[src/hdl/dtf_pkg.sv]
// ----------------------------------------------------------------------------
// dtf_pkg
// shared types, character codes and the power-of-ten table for the decimal
// text to fixed-point converter
// ----------------------------------------------------------------------------
package dtf_pkg;

  localparam int CHAR_W    = 8;
  localparam int VALUE_W   = 48;
  localparam int DIV_W     = 30;
  localparam int FCNT_W    = 4;
  localparam int S_DATA_W  = 8;
  localparam int M_DATA_W  = 56;

  localparam logic [CHAR_W-1:0] CHAR_MINUS = 8'h2D;
  localparam logic [CHAR_W-1:0] CHAR_POINT = 8'h2E;
  localparam logic [CHAR_W-1:0] CHAR_ZERO  = 8'h30;
  localparam logic [CHAR_W-1:0] CHAR_NINE  = 8'h39;

  typedef enum logic [1:0] {
    ST_TAKE,
    ST_DIV,
    ST_DONE
  } state_t;

  typedef struct packed {
    logic take;
    logic snap;
    logic div_step;
    logic load_out;
  } cmd_t;

  typedef struct packed {
    logic out_free;
  } status_t;

  function automatic logic [DIV_W-1:0] pow10(input logic [FCNT_W-1:0] k);
    logic [DIV_W-1:0] p;
    case (k)
      4'd0:    p = 30'd1;
      4'd1:    p = 30'd10;
      4'd2:    p = 30'd100;
      4'd3:    p = 30'd1000;
      4'd4:    p = 30'd10000;
      4'd5:    p = 30'd100000;
      4'd6:    p = 30'd1000000;
      4'd7:    p = 30'd10000000;
      4'd8:    p = 30'd100000000;
      4'd9:    p = 30'd1000000000;
      default: p = 30'd1;
    endcase
    return p;
  endfunction

endpackage

[src/hdl/dtf_ctrl.sv]
// ----------------------------------------------------------------------------
// dtf_ctrl
// sequencer: takes characters, runs the fraction divider one quotient bit per
// cycle after the last character, then hands the result to the output register
// ----------------------------------------------------------------------------
module dtf_ctrl #(
  parameter int FRAC_BITS = 16
) (
  input  logic             clk,
  input  logic             rst,
  input  logic             s_tvalid,
  input  logic             s_tlast,
  output logic             s_tready,
  input  dtf_pkg::status_t status,
  output dtf_pkg::cmd_t    cmd
);

  localparam int CNT_W = $clog2(FRAC_BITS);

  dtf_pkg::state_t  state, state_next;
  logic [CNT_W-1:0] cnt, cnt_next;

  always_ff @(posedge clk) begin
    if (rst) begin
      state <= dtf_pkg::ST_TAKE;
      cnt   <= '0;
    end else begin
      state <= state_next;
      cnt   <= cnt_next;
    end
  end

  always_comb begin
    state_next   = state;
    cnt_next     = cnt;
    s_tready     = 1'b0;
    cmd          = '0;
    case (state)
      dtf_pkg::ST_TAKE: begin
        s_tready = 1'b1;
        cmd.take = s_tvalid;
        if (s_tvalid && s_tlast) begin
          cmd.snap   = 1'b1;
          cnt_next   = '0;
          state_next = dtf_pkg::ST_DIV;
        end
      end
      dtf_pkg::ST_DIV: begin
        cmd.div_step = 1'b1;
        cnt_next     = cnt + 1'b1;
        if (cnt == CNT_W'(FRAC_BITS - 1)) begin
          state_next = dtf_pkg::ST_DONE;
        end
      end
      dtf_pkg::ST_DONE: begin
        if (status.out_free) begin
          cmd.load_out = 1'b1;
          state_next   = dtf_pkg::ST_TAKE;
        end
      end
      default: begin
        state_next = dtf_pkg::ST_TAKE;
      end
    endcase
  end

endmodule

[src/hdl/dtf_dp.sv]
// ----------------------------------------------------------------------------
// dtf_dp
// datapath: format check, integer and fraction accumulators, restoring
// fraction divider and the output register
// ----------------------------------------------------------------------------
module dtf_dp #(
  parameter int FRAC_BITS       = 16,
  parameter int INT_BITS        = 31,
  parameter int MAX_FRAC_DIGITS = 9
) (
  input  logic                                clk,
  input  logic                                rst,
  input  logic [dtf_pkg::CHAR_W-1:0]          char_code,
  input  dtf_pkg::cmd_t                       cmd,
  output dtf_pkg::status_t                    status,
  output logic                                m_tvalid,
  input  logic                                m_tready,
  output logic                                format_ok,
  output logic                                overflow,
  output logic [dtf_pkg::VALUE_W-1:0]         value
);

  localparam int DW = dtf_pkg::DIV_W;
  localparam int FW = dtf_pkg::FCNT_W;
  localparam int VW = dtf_pkg::VALUE_W;

  // token state
  logic                at_first, minus, point, bad, sat;
  logic [INT_BITS-1:0] int_acc;
  logic [DW-1:0]       frac_acc;
  logic [FW-1:0]       frac_cnt;

  logic                minus_next, point_next, bad_next, sat_next;
  logic [INT_BITS-1:0] int_next;
  logic [DW-1:0]       frac_next;
  logic [FW-1:0]       cnt_next;

  logic                is_digit;
  logic [3:0]          digit;
  logic [INT_BITS+3:0] int_mul;
  logic [DW-1:0]       frac_mul;

  // divider work registers
  logic [DW-1:0]        rem, divisor;
  logic [FRAC_BITS-1:0] quot;
  logic [INT_BITS-1:0]  w_int;
  logic                 w_minus, w_bad, w_sat;
  logic [DW:0]          trial;
  logic [DW:0]          trial_sub;

  logic [VW-1:0]        mag;

  assign is_digit = (char_code >= dtf_pkg::CHAR_ZERO) && (char_code <= dtf_pkg::CHAR_NINE);
  assign digit    = 4'(char_code - dtf_pkg::CHAR_ZERO);
  assign int_mul  = ((INT_BITS+4)'(int_acc) << 3) + ((INT_BITS+4)'(int_acc) << 1)
                    + (INT_BITS+4)'(digit);
  // at most nine fraction digits, so the product stays below 10^9
  assign frac_mul = (frac_acc << 3) + (frac_acc << 1) + DW'(digit);

  always_comb begin
    minus_next = minus;
    point_next = point;
    bad_next   = bad;
    sat_next   = sat;
    int_next   = int_acc;
    frac_next  = frac_acc;
    cnt_next   = frac_cnt;
    if (char_code == dtf_pkg::CHAR_MINUS) begin
      if (at_first) begin
        minus_next = 1'b1;
      end else begin
        bad_next = 1'b1;
      end
    end else if (char_code == dtf_pkg::CHAR_POINT) begin
      if (at_first || point) begin
        bad_next = 1'b1;
      end else begin
        point_next = 1'b1;
      end
    end else if (is_digit) begin
      if (!point) begin
        if (int_mul[INT_BITS+3:INT_BITS] != 4'd0) begin
          int_next = '1;
          sat_next = 1'b1;
        end else begin
          int_next = int_mul[INT_BITS-1:0];
        end
      end else if (frac_cnt < FW'(MAX_FRAC_DIGITS)) begin
        frac_next = frac_mul;
        cnt_next  = frac_cnt + 1'b1;
      end
    end else begin
      bad_next = 1'b1;
    end
  end

  always_ff @(posedge clk) begin
    if (rst) begin
      at_first <= 1'b1;
      minus    <= 1'b0;
      point    <= 1'b0;
      bad      <= 1'b0;
      sat      <= 1'b0;
      int_acc  <= '0;
      frac_acc <= '0;
      frac_cnt <= '0;
    end else if (cmd.take) begin
      if (cmd.snap) begin
        at_first <= 1'b1;
        minus    <= 1'b0;
        point    <= 1'b0;
        bad      <= 1'b0;
        sat      <= 1'b0;
        int_acc  <= '0;
        frac_acc <= '0;
        frac_cnt <= '0;
      end else begin
        at_first <= 1'b0;
        minus    <= minus_next;
        point    <= point_next;
        bad      <= bad_next;
        sat      <= sat_next;
        int_acc  <= int_next;
        frac_acc <= frac_next;
        frac_cnt <= cnt_next;
      end
    end
  end

  // restoring division, remainder always below the divisor
  assign trial     = {rem, 1'b0};
  assign trial_sub = trial - {1'b0, divisor};

  always_ff @(posedge clk) begin
    if (cmd.snap) begin
      rem     <= frac_next;
      divisor <= dtf_pkg::pow10(cnt_next);
      quot    <= '0;
      w_int   <= int_next;
      w_minus <= minus_next;
      w_bad   <= bad_next;
      w_sat   <= sat_next;
    end else if (cmd.div_step) begin
      if (!trial_sub[DW]) begin
        rem  <= trial_sub[DW-1:0];
        quot <= {quot[FRAC_BITS-2:0], 1'b1};
      end else begin
        rem  <= trial[DW-1:0];
        quot <= {quot[FRAC_BITS-2:0], 1'b0};
      end
    end
  end

  // quotient is below 2^FRAC_BITS, so the sum is a concatenation
  assign mag = VW'({w_int, quot});

  assign status.out_free = !m_tvalid || m_tready;

  always_ff @(posedge clk) begin
    if (rst) begin
      m_tvalid <= 1'b0;
    end else if (cmd.load_out) begin
      m_tvalid <= 1'b1;
    end else if (m_tready) begin
      m_tvalid <= 1'b0;
    end
  end

  always_ff @(posedge clk) begin
    if (cmd.load_out) begin
      format_ok <= !w_bad;
      overflow  <= !w_bad && w_sat;
      if (w_bad) begin
        value <= '0;
      end else if (w_minus) begin
        value <= VW'(0) - mag;
      end else begin
        value <= mag;
      end
    end
  end

endmodule

[src/hdl/decimal_text_to_fixed.sv]
// ----------------------------------------------------------------------------
// decimal_text_to_fixed
// ascii decimal token to signed fixed point with FRAC_BITS fraction bits
// ----------------------------------------------------------------------------
// characters other than the last are taken at one beat per cycle
// after the last character the input stalls while the fraction divider produces
// one quotient bit per cycle, and then until the output register is free to take the result
// the result beat becomes valid once the divider has run and the output register is loaded
// the output register lets the next token stream in while a result waits
// rst clears the token state, the sequencer and the output valid flag
module decimal_text_to_fixed #(
  parameter int FRAC_BITS       = 16,
  parameter int INT_BITS        = 31,
  parameter int MAX_FRAC_DIGITS = 9
) (
  input  logic                            clk,
  input  logic                            rst,
  input  logic                            s_tvalid,
  output logic                            s_tready,
  input  logic [dtf_pkg::S_DATA_W-1:0]    s_tdata,   // [7:0] char_code
  input  logic                            s_tlast,   // is_last
  output logic                            m_tvalid,
  input  logic                            m_tready,
  output logic [dtf_pkg::M_DATA_W-1:0]    m_tdata    // [0] format_ok, [1] overflow,
                                                     // [49:2] value, [55:50] zero
);

  dtf_pkg::cmd_t                  cmd;
  dtf_pkg::status_t               status;
  logic                           format_ok;
  logic                           overflow;
  logic [dtf_pkg::VALUE_W-1:0]    value;

  dtf_ctrl #(
    .FRAC_BITS (FRAC_BITS)
  ) u_ctrl (
    .clk      (clk),
    .rst      (rst),
    .s_tvalid (s_tvalid),
    .s_tlast  (s_tlast),
    .s_tready (s_tready),
    .status   (status),
    .cmd      (cmd)
  );

  dtf_dp #(
    .FRAC_BITS       (FRAC_BITS),
    .INT_BITS        (INT_BITS),
    .MAX_FRAC_DIGITS (MAX_FRAC_DIGITS)
  ) u_dp (
    .clk       (clk),
    .rst       (rst),
    .char_code (s_tdata),
    .cmd       (cmd),
    .status    (status),
    .m_tvalid  (m_tvalid),
    .m_tready  (m_tready),
    .format_ok (format_ok),
    .overflow  (overflow),
    .value     (value)
  );

  assign m_tdata = {6'd0, value, overflow, format_ok};

endmodule

[config.mk]
export PLATFORM = sky130hd
export DESIGN_NAME = decimal_text_to_fixed
export DESIGN_NICKNAME = d
export VERILOG_FILES = /design/src/hdl/dtf_pkg.sv /design/src/hdl/dtf_ctrl.sv /design/src/hdl/dtf_dp.sv /design/src/hdl/decimal_text_to_fixed.sv
export SDC_FILE = /design/constraint.sdc
export NUM_CORES = 1
export LEC_CHECK = 0
export BUFFER_PORTS_ARGS = -buffer_cell sky130_fd_sc_hd__buf_2
export CORE_ASPECT_RATIO = 1.5
export CORE_MARGIN = 10
export CORE_UTILIZATION = 35
export CTS_CLUSTER_SIZE = 16
export DETAILED_ROUTE_END_ITERATION = 8
export PLACE_DENSITY = 0.52
export SYNTH_ARGS = -nofsm -noshare
export SYNTH_HDL_FRONTEND = slang
export SYNTH_SLANG_ARGS = --single-unit
[constraint.sdc]
create_clock -name clk -period 6.35 [get_ports clk]
set_clock_uncertainty 0.1 [all_clocks]
set_input_delay 0.635 -clock clk [delete_from_list [all_inputs] [get_ports clk]]
set_output_delay 0.635 -clock clk [all_outputs]
set_load 0.02 [all_outputs]
==> results of run 1 <==
## routing by layer
| layer | part of all wire, % | vias to the layer above | routed length, um |
|---|---|---|---|
| met5 | 0 | - | 0 |
| met4 | 3.8 | 0 | 1610 |
| met3 | 2.5 | 71 | 1070 |
| met2 | 54 | 189 | 23300 |
| met1 | 39 | 6122 | 16800 |
| li1 | - | 6384 | - |
## power by group through the flow
stage	registers (W)	logic (W)	clock network, W
final	0.00173	0.000827	0.00148
after floorplan	0.00174	0.000646	0
after global routing	0.00174	0.000933	0.00158
after CTS	0.00173	0.000835	0.00152
after global placement	0.00176	0.000822	0
after detailed placement	0.00176	0.000826	0
## sequential cells by signal (all words and copies together) (netlist names), 2 cells and up
signal	cells
u_ctrl.cnt	4
u_dp.w_int	31
u_dp.int_acc	31
u_dp.frac_acc	30
u_dp.value	48
u_dp.rem	30
u_dp.frac_cnt	4
u_ctrl.state	2
u_dp.quot	16
u_dp.divisor	23
## worst max-delay path by stage
stage | to | slack, ns
global placement | u_dp.w_int[11]$_DFFE_PP_ | 1.01
finish | u_dp.w_int[15]$_DFFE_PP_ | 1.38
global route | u_dp.w_int[15]$_DFFE_PP_ | 1.02
detailed placement | u_dp.w_int[15]$_DFFE_PP_ | 0.95
floorplan | u_dp.w_int[29]$_DFFE_PP_ | 2.08
CTS | u_dp.w_int[15]$_DFFE_PP_ | 1.38
## logic make-up (layout without fill, tap and decap cells)
group / count (synthesis) / in the layout / share of synthesized area (%)
muxes: 11 / 11 / 0.734
DFF: 230 / 230 / 38.5
adders and majority gates: 157 / 157 / 12.9
other: 1 / 6 / 0.0242
buffers and inverters: 135 / 183 / 3.49
and+or+nand+nor: 570 / 570 / 16.4
AOI/OAI and AO/OA: 521 / 521 / 21.1
xor gates and xnor gates: 120 / 120 / 6.78
## final cells by class
| class | count | area [um^2] |
|---|---|---|
| clock buffer | 28 | 647 |
| clock inverter | 18 | 170 |
| fill | 4417 | 26600 |
| inverter | 54 | 205 |
| multi-input combinational | 1385 | 9050 |
| sequential | 230 | 5980 |
| tap | 576 | 721 |
| timing repair buffer | 83 | 463 |
## worst min-delay path, delay by kind of cell, from the launching register on
family	cells	cell delay (ns)
AO/OA/AOI/OAI	1	0.05
flip-flops	1	0.33
AND/OR/NAND/NOR	1	0.05
## cell usage after synthesis, types with 5 or more instances
master,number
a21o_1,47
clkbuf_1,60
nand3_1,27
nor4_1,7
a31oi_1,17
a22oi_1,14
nor2_1,235
and3_1,6
o31ai_1,14
dfxtp_1,93
edfxtp_1,137
and2_1,5
or2_2,7
or4_1,7
fa_1,5
nor2b_1,15
a211oi_1,34
ha_1,152
nand2_1,170
o41ai_1,6
nor3_1,29
a21oi_1,162
buf_4,8
nand4_1,12
o21ai_0,129
a21boi_0,5
inv_1,53
o21a_1,22
o31a_1,8
xnor2_1,49
xor2_1,71
nand2b_1,22
o21bai_1,10
o211ai_1,12
buf_1,9
or3_1,9
mux2i_1,8
## metrics by stage
step | setup WS (ns) | utilization, % | instance area, um^2 | cells | total power [W]
after detailed placement | 0.951 | 37.4 | 16400 | 2328 | 0.00259
after CTS | 1.38 | 39.3 | 17200 | 2374 | 0.00409
after floorplan | 2.08 | - | 15500 | 1750 | 0.00239
after global routing | 1.02 | 39.3 | 17200 | 2374 | 0.00425
final | 1.38 | 39.3 | 17200 | 2374 | 0.00404
after global placement | 1.01 | 37.4 | 16400 | 2328 | 0.00258
==> impl_results.md, run 1 <==
* Final GP Congestion at 0.868
* Inserted Clock Buffers at 25
* Synth top area share at 26.5%
* Synth warn at 0
* Reg2reg setup slack at 1.38 ns
* Tmin final at 4.97 ns
* Slowest-stage cell, CP: a2111oi_0
* Core Box Area at roughly 0.044 mm^2
* Io pins at just over 70
* Initial antenna violation count at 0
* Max Clk Rate at approximately 200 MHz
* CTS hold repair buffers at 0
* Post-CTS Resized at 0
* CP Capture Type: flip-flop
* Largest area contributor in the netlist: edfxtp_1
* Met2 Use GR at 30.0%
* Most common cell after layout, fill and taps aside: nor2_1
* Total grt overflow at 0
* Comb power frac at around a fifth
* Horiz. Die Dim at between 150 and 200 um
* # nets final at 1949
* Worst reg2reg startpoint: u_dp.int_acc[2]$_SDFFE_PP0P_
* Largest cells by area after synthesis: edfxtp_1 27%, ha_1 12%, dfxtp_1 12%, nor2_1 5.7%, a21oi_1 5.2%
* Required @ worst endpoint at 6.65 ns
* Hold Path Stages at 2
* Busiest grt layer: met2
* First-pass GRT wire length at ~68000 um
* Initial Utilization at 35.4%
* P_int at around 0.0029 W
* Setup crit start: u_dp.int_acc[2]$_SDFFE_PP0P_
* CTS sink cnt at 230
* Ys async rst share at 0%
* Power share of the sequential group at 42.8%
* Hold Startpoint: u_dp.frac_acc[29]$_SDFFE_PP0P_
* Setup CP Type: reg -> reg
* Synth Flop Type: edfxtp_1
* Sw power at 0.00117 W
* Worst vdd ir at about 0.16 mV
* Levels on crit path at 13
* Port bufs at 64
* Met3 usage at 1.33%
* #FFs+latches synth at 230
* Detailed-route via count at 12800
* DRT Pass-1 Iters at 5
* FP Rows at 94
* Slew HR at 25.9%
* Crit path max fanout at 20
* Final hold slack at 0.364 ns
* ANT cells at 0
* Outcome: finished clean
* P_leak at 7.34 nW
* PD cells at 235 mW/mm^2
* Worst Tran Pin Value at 1.11 ns
* Die Y at around 280 um
* Clock share of power at 36.7%
* DRC at 0
* Total of max-cap violations at 0
* Wire per inst at 18.0 um
* Mapped Area at 0.0155 mm^2
* DIE AREA at ~0.053 mm^2
* Switch share at 28.9%
* Worst path max stage delay at between 0.7 and 0.8 ns
* RSZ-0062 raised after global routing: no
* H-tree Lvls at 1
* WP buf/inv at 1
* Clk_lat worst skew at between 0.5 and 0.6 ns
* Hold crit path type: reg -> reg
* Number of synthesized flops with an enable pin at 137
* Worst EP arrival at about 5.3 ns
* Min-Delay Endpoint: u_dp.frac_acc[29]$_SDFFE_PP0P_
* Share of the yosys chip area belonging to registers at 38.5%
* Synth-to-layout area growth at 11.1%
* CTS tree: yes
* Worst-case reg-to-reg path depth at 13
* Cell breakdown of the critical path: fa_1, ha_1, a211o_1, a2111oi_0, o211ai_1, o211ai_1, a211oi_1, o21ai_0, a211oi_1, o221ai_2, buf_4, nor2_1, a21oi_1
* GRT Total Usage at 15.7%
* Most frequent cells in the layout: 233 x nor2_1, 170 x nand2_1, 160 x a21oi_1
* Antenna Nets Post-Route at 0
* Setup Viol. Count Final at 0
* CP delay by family, top: compound AO/OA/AOI/OAI gates
* Post-Synthesis Cells at 1745
* Clk pin slew, worst setup/hold paths at 0.06 ns
* Largest net degree at the start of global routing at 64
* Cell variety after synth at 70
* FF-to-FF End: u_dp.w_int[15]$_DFFE_PP_
* Routed wire length at 42700 um
* Met1 GRT Util at 17.1%
* Element type at the critical path start: flip-flop
* Syn Area/Cell at 8.89 um^2
* Post-CTS setup buffer count at 0
* Hpwl dp at 32400 um
* DR iter-0 viols at 644
* Bufs on Longest Clock Path at 3
* Share of cells above drive strength 1 at 8.68%
* Post-route setup TNS at 0 ns
* Number of global-route vias before repair at approximately 13000
* Period utilization at about four fifths
* Root buf cell: clkbuf_16
* Avg Vias per Cell at between 5 and 6
* Fin. Hold Viols at 0
* Max Slew Vio Count at 0
(Power assumes the default switching activity.)
==> run 2: changes to the inputs <==
- PLACE_DENSITY: 0.52 -> 0.54
- clock period: 6.35 -> 4.4 ns (I/O delays scaled with it)
==> run 2 against run 1 <==
Against the previous run:
- register-to-register slack worse by 1.1 ns
- power is 45% higher
- flip-flop and latch count stayed put
- fmax is 21% higher
- worst hold slack worse by 0.18 ns
- wire length is 2.0% lower
- setup slack worse by 1.1 ns
- first-iteration DRC count is 0.93% higher
==> impl_results.md, run 2 (synthesized netlist as in run 1, its figures left out) <==
* Detailed-route via count at 12700 (-0.14%)
* Max Clk Rate at 244 MHz (+21%)
* Die Y at 278 um (unchanged)
* DIE AREA at 0.0533 mm^2 (unchanged)
* DR iter-0 viols at 650 (+0.93%)
* Avg Vias per Cell at 5.33 (-0.81%)
* Reg2reg setup slack at 0.29 ns (-1.09 ns)
* DRT Pass-1 Iters at 5 (unchanged)
* Max reg flops at 48 (unchanged)
* Fill cells at 4392 (-0.57%)
* Total grt overflow at 0 (unchanged)
* Wire per inst at 17.5 um (-2.6%)
* Initial Utilization at 35.4% (unchanged)
* Slew HR at 22.0% (-3.9 points)
* Setup crit start: u_dp.int_acc[2]$_SDFFE_PP0P_
* Period utilization at 93.3% (+15 points)
* Largest registers: u_dp.value (48), u_dp.int_acc (31), u_dp.w_int (31)
* Multi-input gate area at 0.00907 mm^2 (+0.18%)
* Cell breakdown of the critical path: fa_1, ha_1, a211o_1, a2111oi_2, buf_4, o211ai_1, o2111ai_1, o31ai_1, a221oi_2, xor2_1, o221ai_2, buf_4, nor2_1, a21oi_1
* Most used cell, CP: buf_4
* Antenna Nets Post-Route at 0 (unchanged)
* Worst Tran Pin Value at 1.17 ns (+0.0582 ns)
* H-tree Lvls at 1 (unchanged)
* Core Box Area at 0.0439 mm^2 (unchanged)
* Element type at the critical path start: flip-flop
* Clk_lat worst skew at 0.55 ns (about the same)
* Setup Viol. Count Final at 0 (unchanged)
* Most common cell after layout, fill and taps aside: nor2_1
* DRC at 0 (unchanged)
* Placed Instances at 2342 (+0.60%)
* Inserted Clock Buffers at 25 (unchanged)
* Reg area at 0.00598 mm^2 (unchanged)
* FF-to-FF End: u_dp.w_int[30]$_DFFE_PP_
* # nets final at 1964 (+0.77%)
* Io pins at 71 (unchanged)
* GRT Total Usage at 15.6% (-0.046 points)
* Outcome: finished clean
* CTS hold repair buffers at 0 (unchanged)
* Tmin final at 4.11 ns (-0.863 ns)
* Port bufs at 64 (unchanged)
* Worst EP arrival at 4.26 ns (-1.01 ns)
* Worst reg2reg startpoint: u_dp.int_acc[2]$_SDFFE_PP0P_
* PD cells at 337 mW/mm^2 (+44%)
* Worst path max stage delay at 0.47 ns (-0.24 ns)
* Non-filler cells, final at 2390 (+0.67%)
* Most frequent cells in the layout: 232 x nor2_1, 170 x nand2_1, 160 x a21oi_1
* Worst-case reg-to-reg path depth at 14 (+1)
* Initial antenna violation count at 0 (unchanged)
* Max Slew Vio Count at 0 (unchanged)
* Worst setup path endpoint: u_dp.w_int[30]$_DFFE_PP_
* Number of global-route vias before repair at 13000 (+2.7%)
* CTS tree: yes
* Slowest-stage cell, CP: fa_1
* Worst vdd ir at 0.236 mV (+45%)
* Synth-to-layout area growth at 12.1%
* Largest net degree at the start of global routing at 59 (-7.8%)
* Setup CP Type: reg -> reg
* P_leak at 7.42 nW (+1.1%)
* Routed wire length at 41900 um (-2.0%)
* Hpwl dp at 31900 um (-1.5%)
* Clk pin slew, worst setup/hold paths at 0.06 ns (about the same)
* Top reg by flops: u_dp.value
* Total of max-cap violations at 0 (unchanged)
* Share of cells above drive strength 1 at 9.43% (+0.76 points)
* First-pass GRT wire length at 68300 um (+0.36%)
* Fin. Hold Viols at 0 (unchanged)
* Final hold slack at 0.182 ns (-0.181 ns)
* Bufs on Longest Clock Path at 3 (unchanged)
* Root buf cell: clkbuf_16
* RSZ-0062 raised after global routing: no
* Hold crit path type: in -> reg
* Required @ worst endpoint at 4.56 ns (-2.09 ns)
* Crit path max fanout at 12 (-40%)
* CP Capture Type: flip-flop
* Final GP Congestion at 0.871 (+0.32%)
* CTS sink cnt at 230 (unchanged)
* FP Rows at 94 (unchanged)
* Horiz. Die Dim at 192 um (unchanged)
-- run 2: changes by cell type in the layout (fill, tap and decap cells not counted), moves of 2 or more --
cell,before,now
bufinv_16,3,1
a2111oi_0,2,0
buf_4,19,32
clkbuf_8,1,4
clkinv_2,9,2
clkbuf_1,2,5
-- run 2: metrics by stage --
stage / power, W / worst slack [ns] / setup TNS [ns] / utilization, % / cell area [um^2]
after detailed placement: 0.00373 / -0.0845 / -1.11 / 37.7 / 16500
final: 0.00586 / 0.294 / 0 / 39.6 / 17400
after global placement: 0.00372 / -0.0271 / -0.232 / 37.7 / 16500
after floorplan: 0.00345 / 0.327 / 0 / - / 15500
after CTS: 0.00592 / 0.126 / 0 / 39.6 / 17400
after global routing: 0.00617 / 0.00334 / 0 / 39.6 / 17400
-- run 2: per-layer routing --
metal | GRT usage, % | vias to the layer above | share of wire, %
met1 | 16.9 | 6033 | 39
met2 | 30.2 | 221 | 54
met5 | 0 | - | 0
li1 | - | 6428 | -
met4 | 5.66 | 0 | 3.4
met3 | 1.53 | 66 | 3.3
-- run 2: how the worst min path moves through the flow --
| stage | to | depth (start not counted) | slack, ns | start |
|---|---|---|---|---|
| finish | u_dp.frac_acc[0]$_SDFFE_PP0P_ | 3 | 0.18 | s_tdata[0] |
| global route | u_dp.m_tvalid$_SDFFE_PP0P_ | 3 | 0.20 | m_tready |
| CTS | u_dp.m_tvalid$_SDFFE_PP0P_ | 3 | 0.18 | m_tready |
| detailed placement | u_dp.at_first$_SDFFE_PP1P_ | 2 | 0.35 | u_dp.at_first$_SDFFE_PP1P_ |
| global placement | u_dp.frac_acc[29]$_SDFFE_PP0P_ | 2 | 0.34 | u_dp.frac_acc[29]$_SDFFE_PP0P_ |
| floorplan | u_dp.frac_acc[29]$_SDFFE_PP0P_ | 2 | 0.33 | u_dp.frac_acc[29]$_SDFFE_PP0P_ |
-- run 2: critical path, delay by kind of cell (launching register included) --
family	cells	cell delay, ns
AOI/OAI and AO/OA	8	1.73
xor gates and xnor gates	1	0.21
adders and majority gates	2	0.80
buffers and inverters	2	0.41
DFF	1	0.41
and+or+nand+nor	1	0.15
-- run 2: report_power, final --
| group | total, W | leakage, nW | switching, W | internal [W] |
|---|---|---|---|---|
| registers | 0.00250 | 2.01 | 0.0000781 | 0.00242 |
| clock network | 0.00217 | 0.402 | 0.000948 | 0.00122 |
| logic | 0.00119 | 5.00 | 0.000697 | 0.000495 |
| total | 0.00586 | 7.42 | 0.00172 | 0.00414 |
-- run 2: timing repair --
item | CTS | global route
setup endpoints to repair | 0 | 64
hold endpoints to repair | 0 | 0
resized for setup | 0 | 6
buffers inserted | 0 | 1
-- run 2: area by class of cell --
type / count / area share [%]
diodes: 1 / 0.0144
clock buffers: 35 / 4.16
clock inverters: 11 / 0.611
inverters: 54 / 1.18
multi-input cells: 1385 / 52.1
flip-flops and latches: 230 / 34.4
well taps: 576 / 4.14
repair buffers: 98 / 3.40
==> run 3: changes to the inputs <==
- ABC_AREA: default -> 1
- CORE_MARGIN: 10 -> 4
==> run 3 against run 2 <==
Against the previous run:
- fmax rose by 16%
- sequential share of layout area fell by 3.5 points
- register-to-register slack gained 0.55 ns
- area after synthesis increased by 14%
- critical path type unchanged
- highest routed layer unchanged
==> impl_results.md, run 3 <==
* Outcome: finished clean
* Largest net degree at the start of global routing at 66 (+12%)
* Port bufs at 64 (unchanged)
* Utilization after layout at 38.9% (-0.74 points)
* Top reg by flops: u_dp.value
* Post-route setup TNS at 0 ns (unchanged)
* Clk_lat worst skew at 0.54 ns (about the same)
* Slew HR at 16.6% (-5.4 points)
* Crit path max fanout at 32 (+20)
* Io pins at 71 (unchanged)
* Post-Synthesis Cells at 2417 (+39%)
* Required @ worst endpoint at 4.59 ns (+0.03 ns)
* Inserted Clock Buffers at 24 (-4.0%)
* Post-CTS Resized at 0 (unchanged)
* H-tree Lvls at 1 (unchanged)
* Root buf cell: clkbuf_16
* Antenna Nets Post-Route at 0 (unchanged)
* CTS tree: yes
* Met1 GRT Util at 23.1% (+6.2 points)
* # nets final at 2628 (+34%)
* Most common cell after layout, fill and taps aside: nand2_1
* Most frequent cells in the layout: 591 x nand2_1, 324 x inv_1, 206 x a21oi_1
* First-pass GRT wire length at 84700 um (+24%)
* Largest area contributor in the netlist: edfxtp_1
* Share of cells above drive strength 1 at 10.2% (+0.79 points)
* Largest cells by area after synthesis: edfxtp_1 23%, nand2_1 13%, ha_1 11%, dfxtp_1 11%, inv_1 6.9%
* Setup Viol. Count Final at 0 (unchanged)
* DRC at 0 (unchanged)
* Tmin final at 3.55 ns (-0.555 ns)
* Non-filler cells, final at 3139 (+31%)
* Cell variety after synth at 59 (-16%)
* RSZ-0062 raised after global routing: no
* Period utilization at 80.7% (-13 points)
* ANT cells at 0 (-1)
* Share of the yosys chip area belonging to registers at 33.7% (-4.8 points)
* Bufs on Longest Clock Path at 3 (unchanged)
* CTS sink cnt at 230 (unchanged)
* Placed Instances at 3095 (+32%)
* GRT Total Usage at 19.3% (+3.7 points)
* Hpwl dp at 41900 um (+31%)
* Initial antenna violation count at 0 (unchanged)
* Syn Area/Cell at 7.33 um^2 (-18%)
* DRT Pass-1 Iters at 5 (unchanged)
* Max reg flops at 48 (unchanged)
* Mapped Area at 0.0177 mm^2 (+14%)
* PD cells at 309 mW/mm^2 (-8.3%)
* Fin. Hold Viols at 0 (unchanged)
* Total grt overflow at 0 (unchanged)
* P_leak at 9.06 nW (+22%)
* Number of synthesized flops with an enable pin at 137 (unchanged)
* Synth Flop Type: edfxtp_1
* Synth warn at 0 (unchanged)
* CTS hold repair buffers at 0 (unchanged)
* Max Clk Rate at 282 MHz (+16%)
* CP Capture Type: flip-flop
* Final GP Congestion at 0.927 (+6.4%)
* Worst vdd ir at 0.179 mV (-24%)
* FP Rows at 100 (+6.4%)
* Max Slew Vio Count at 0 (unchanged)
* Avg Vias per Cell at 5.05 (-5.4%)
* Worst Tran Pin Value at 1.24 ns (+0.0761 ns)
* Largest registers: u_dp.value (48), u_dp.int_acc (31), u_dp.w_int (31)
* DIE AREA at 0.0543 mm^2 (+1.9%)
* Clk pin slew, worst setup/hold paths at 0.06 ns (about the same)
* Synth top area share at 23.2% (-3.3 points)
* Initial Utilization at 35.6% (+0.21 points)
* Reg2reg setup slack at 0.85 ns (+0.55 ns)
* Setup CP Type: reg -> reg
* Most common cell in the netlist: nand2_1
* Hold crit path type: in -> reg
* Post-CTS setup buffer count at 0 (unchanged)
* Horiz. Die Dim at 192 um (-0.11%)
* Core Box Area at 0.0498 mm^2 (+14%)
* DR iter-0 viols at 775 (+19%)
* Synth top cells by count: 592 x nand2_1, 324 x inv_1, 206 x a21oi_1, 184 x nor2_1, 166 x nand3_1
* Die Y at 284 um (+2.0%)
* Busiest grt layer: met2
* Total of max-cap violations at 0 (unchanged)
* Wire per inst at 17.0 um (-2.9%)
* Synth-to-layout area growth at 9.40%
* Met2 Use GR at 36.1% (+5.9 points)
* Ys async rst share at 0% (unchanged)
* #FFs+latches synth at 230 (unchanged)
* Detailed-route via count at 15800 (+24%)
* Worst EP arrival at 3.74 ns (-0.52 ns)
* Routed wire length at 53400 um (+27%)
* Number of global-route vias before repair at 15900 (+23%)
* Met3 usage at 1.33% (-0.20 points)
* Element type at the critical path start: flip-flop
## run 3: final timing paths
kind | start | endpoint | cells after the start
setup / recovery | u_dp.int_acc[0]$_SDFFE_PP0P_ | u_dp.w_int[0]$_DFFE_PP_ | 15
hold / removal | m_tready | u_ctrl.state[1]$_SDFFE_PP0P_ | 4
setup reg to reg | u_dp.int_acc[0]$_SDFFE_PP0P_ | u_dp.w_int[0]$_DFFE_PP_ | 15
hold reg to reg | u_dp.frac_acc[29]$_SDFFE_PP0P_ | u_dp.frac_acc[29]$_SDFFE_PP0P_ | 2
## run 3: cell families after synthesis
kind of cell | after synthesis | synth area share, %
other | 1 | 0.0212
AND/OR/NAND/NOR | 1159 | 29.7
flip-flops | 230 | 33.7
buffers and inverters | 404 | 9.44
adder cells (fa/ha/maj) | 157 | 11.3
XOR/XNOR | 59 | 2.92
AO/OA/AOI/OAI | 407 | 12.9
## run 3: metal layers
layer / wire (um) / up-vias
li1: - / 8076
met1: 22400 / 7380
met2: 27700 / 298
met3: 1540 / 87
met4: 1700 / 0
met5: 0 / -
## run 3: area by class of cell
type | instances | area (um^2)
clock buffer | 38 | 723
clock inverter | 6 | 43.8
fill | 5290 | 30400
inverter | 335 | 1260
multi-input combinational | 1788 | 10100
sequential | 230 | 5980
tap | 663 | 830
timing repair buffer | 79 | 433
## run 3: worst max-delay path, cell delays in order (launching register included)
cell     delay (ns)
dfxtp_1        0.43
fa_1           0.50
fa_1           0.49
nand3_1        0.09
nand3_1        0.10
nand2_1        0.08
nand2_1        0.11
nand2_1        0.11
nand2_2        0.08
a21oi_1        0.16
nand3_1        0.14
nor2_4         0.11
buf_4          0.44
nand3_1        0.21
nand2_1        0.10
inv_1          0.05
## run 3: metrics by stage
step | hold WS (ns) | worst slack (ns) | cell area (um^2) | total power (W)
floorplan | 0.337 | 0.747 | 17700 | 0.00368
global placement | 0.347 | 0.733 | 18600 | 0.00401
detailed placement | 0.354 | 0.606 | 18600 | 0.00403
CTS | 0.126 | 0.812 | 19400 | 0.00605
global route | 0.171 | 0.602 | 19400 | 0.00631
finish | 0.159 | 0.848 | 19400 | 0.00599
## run 3: power breakdown
part / internal [W] / switching [W] / leakage [nW]
Combinational: 0.000492 / 0.000978 / 6.65
Clock: 0.00113 / 0.000869 / 0.369
Sequential: 0.00244 / 0.0000763 / 2.04
Total: 0.00406 / 0.00192 / 9.06
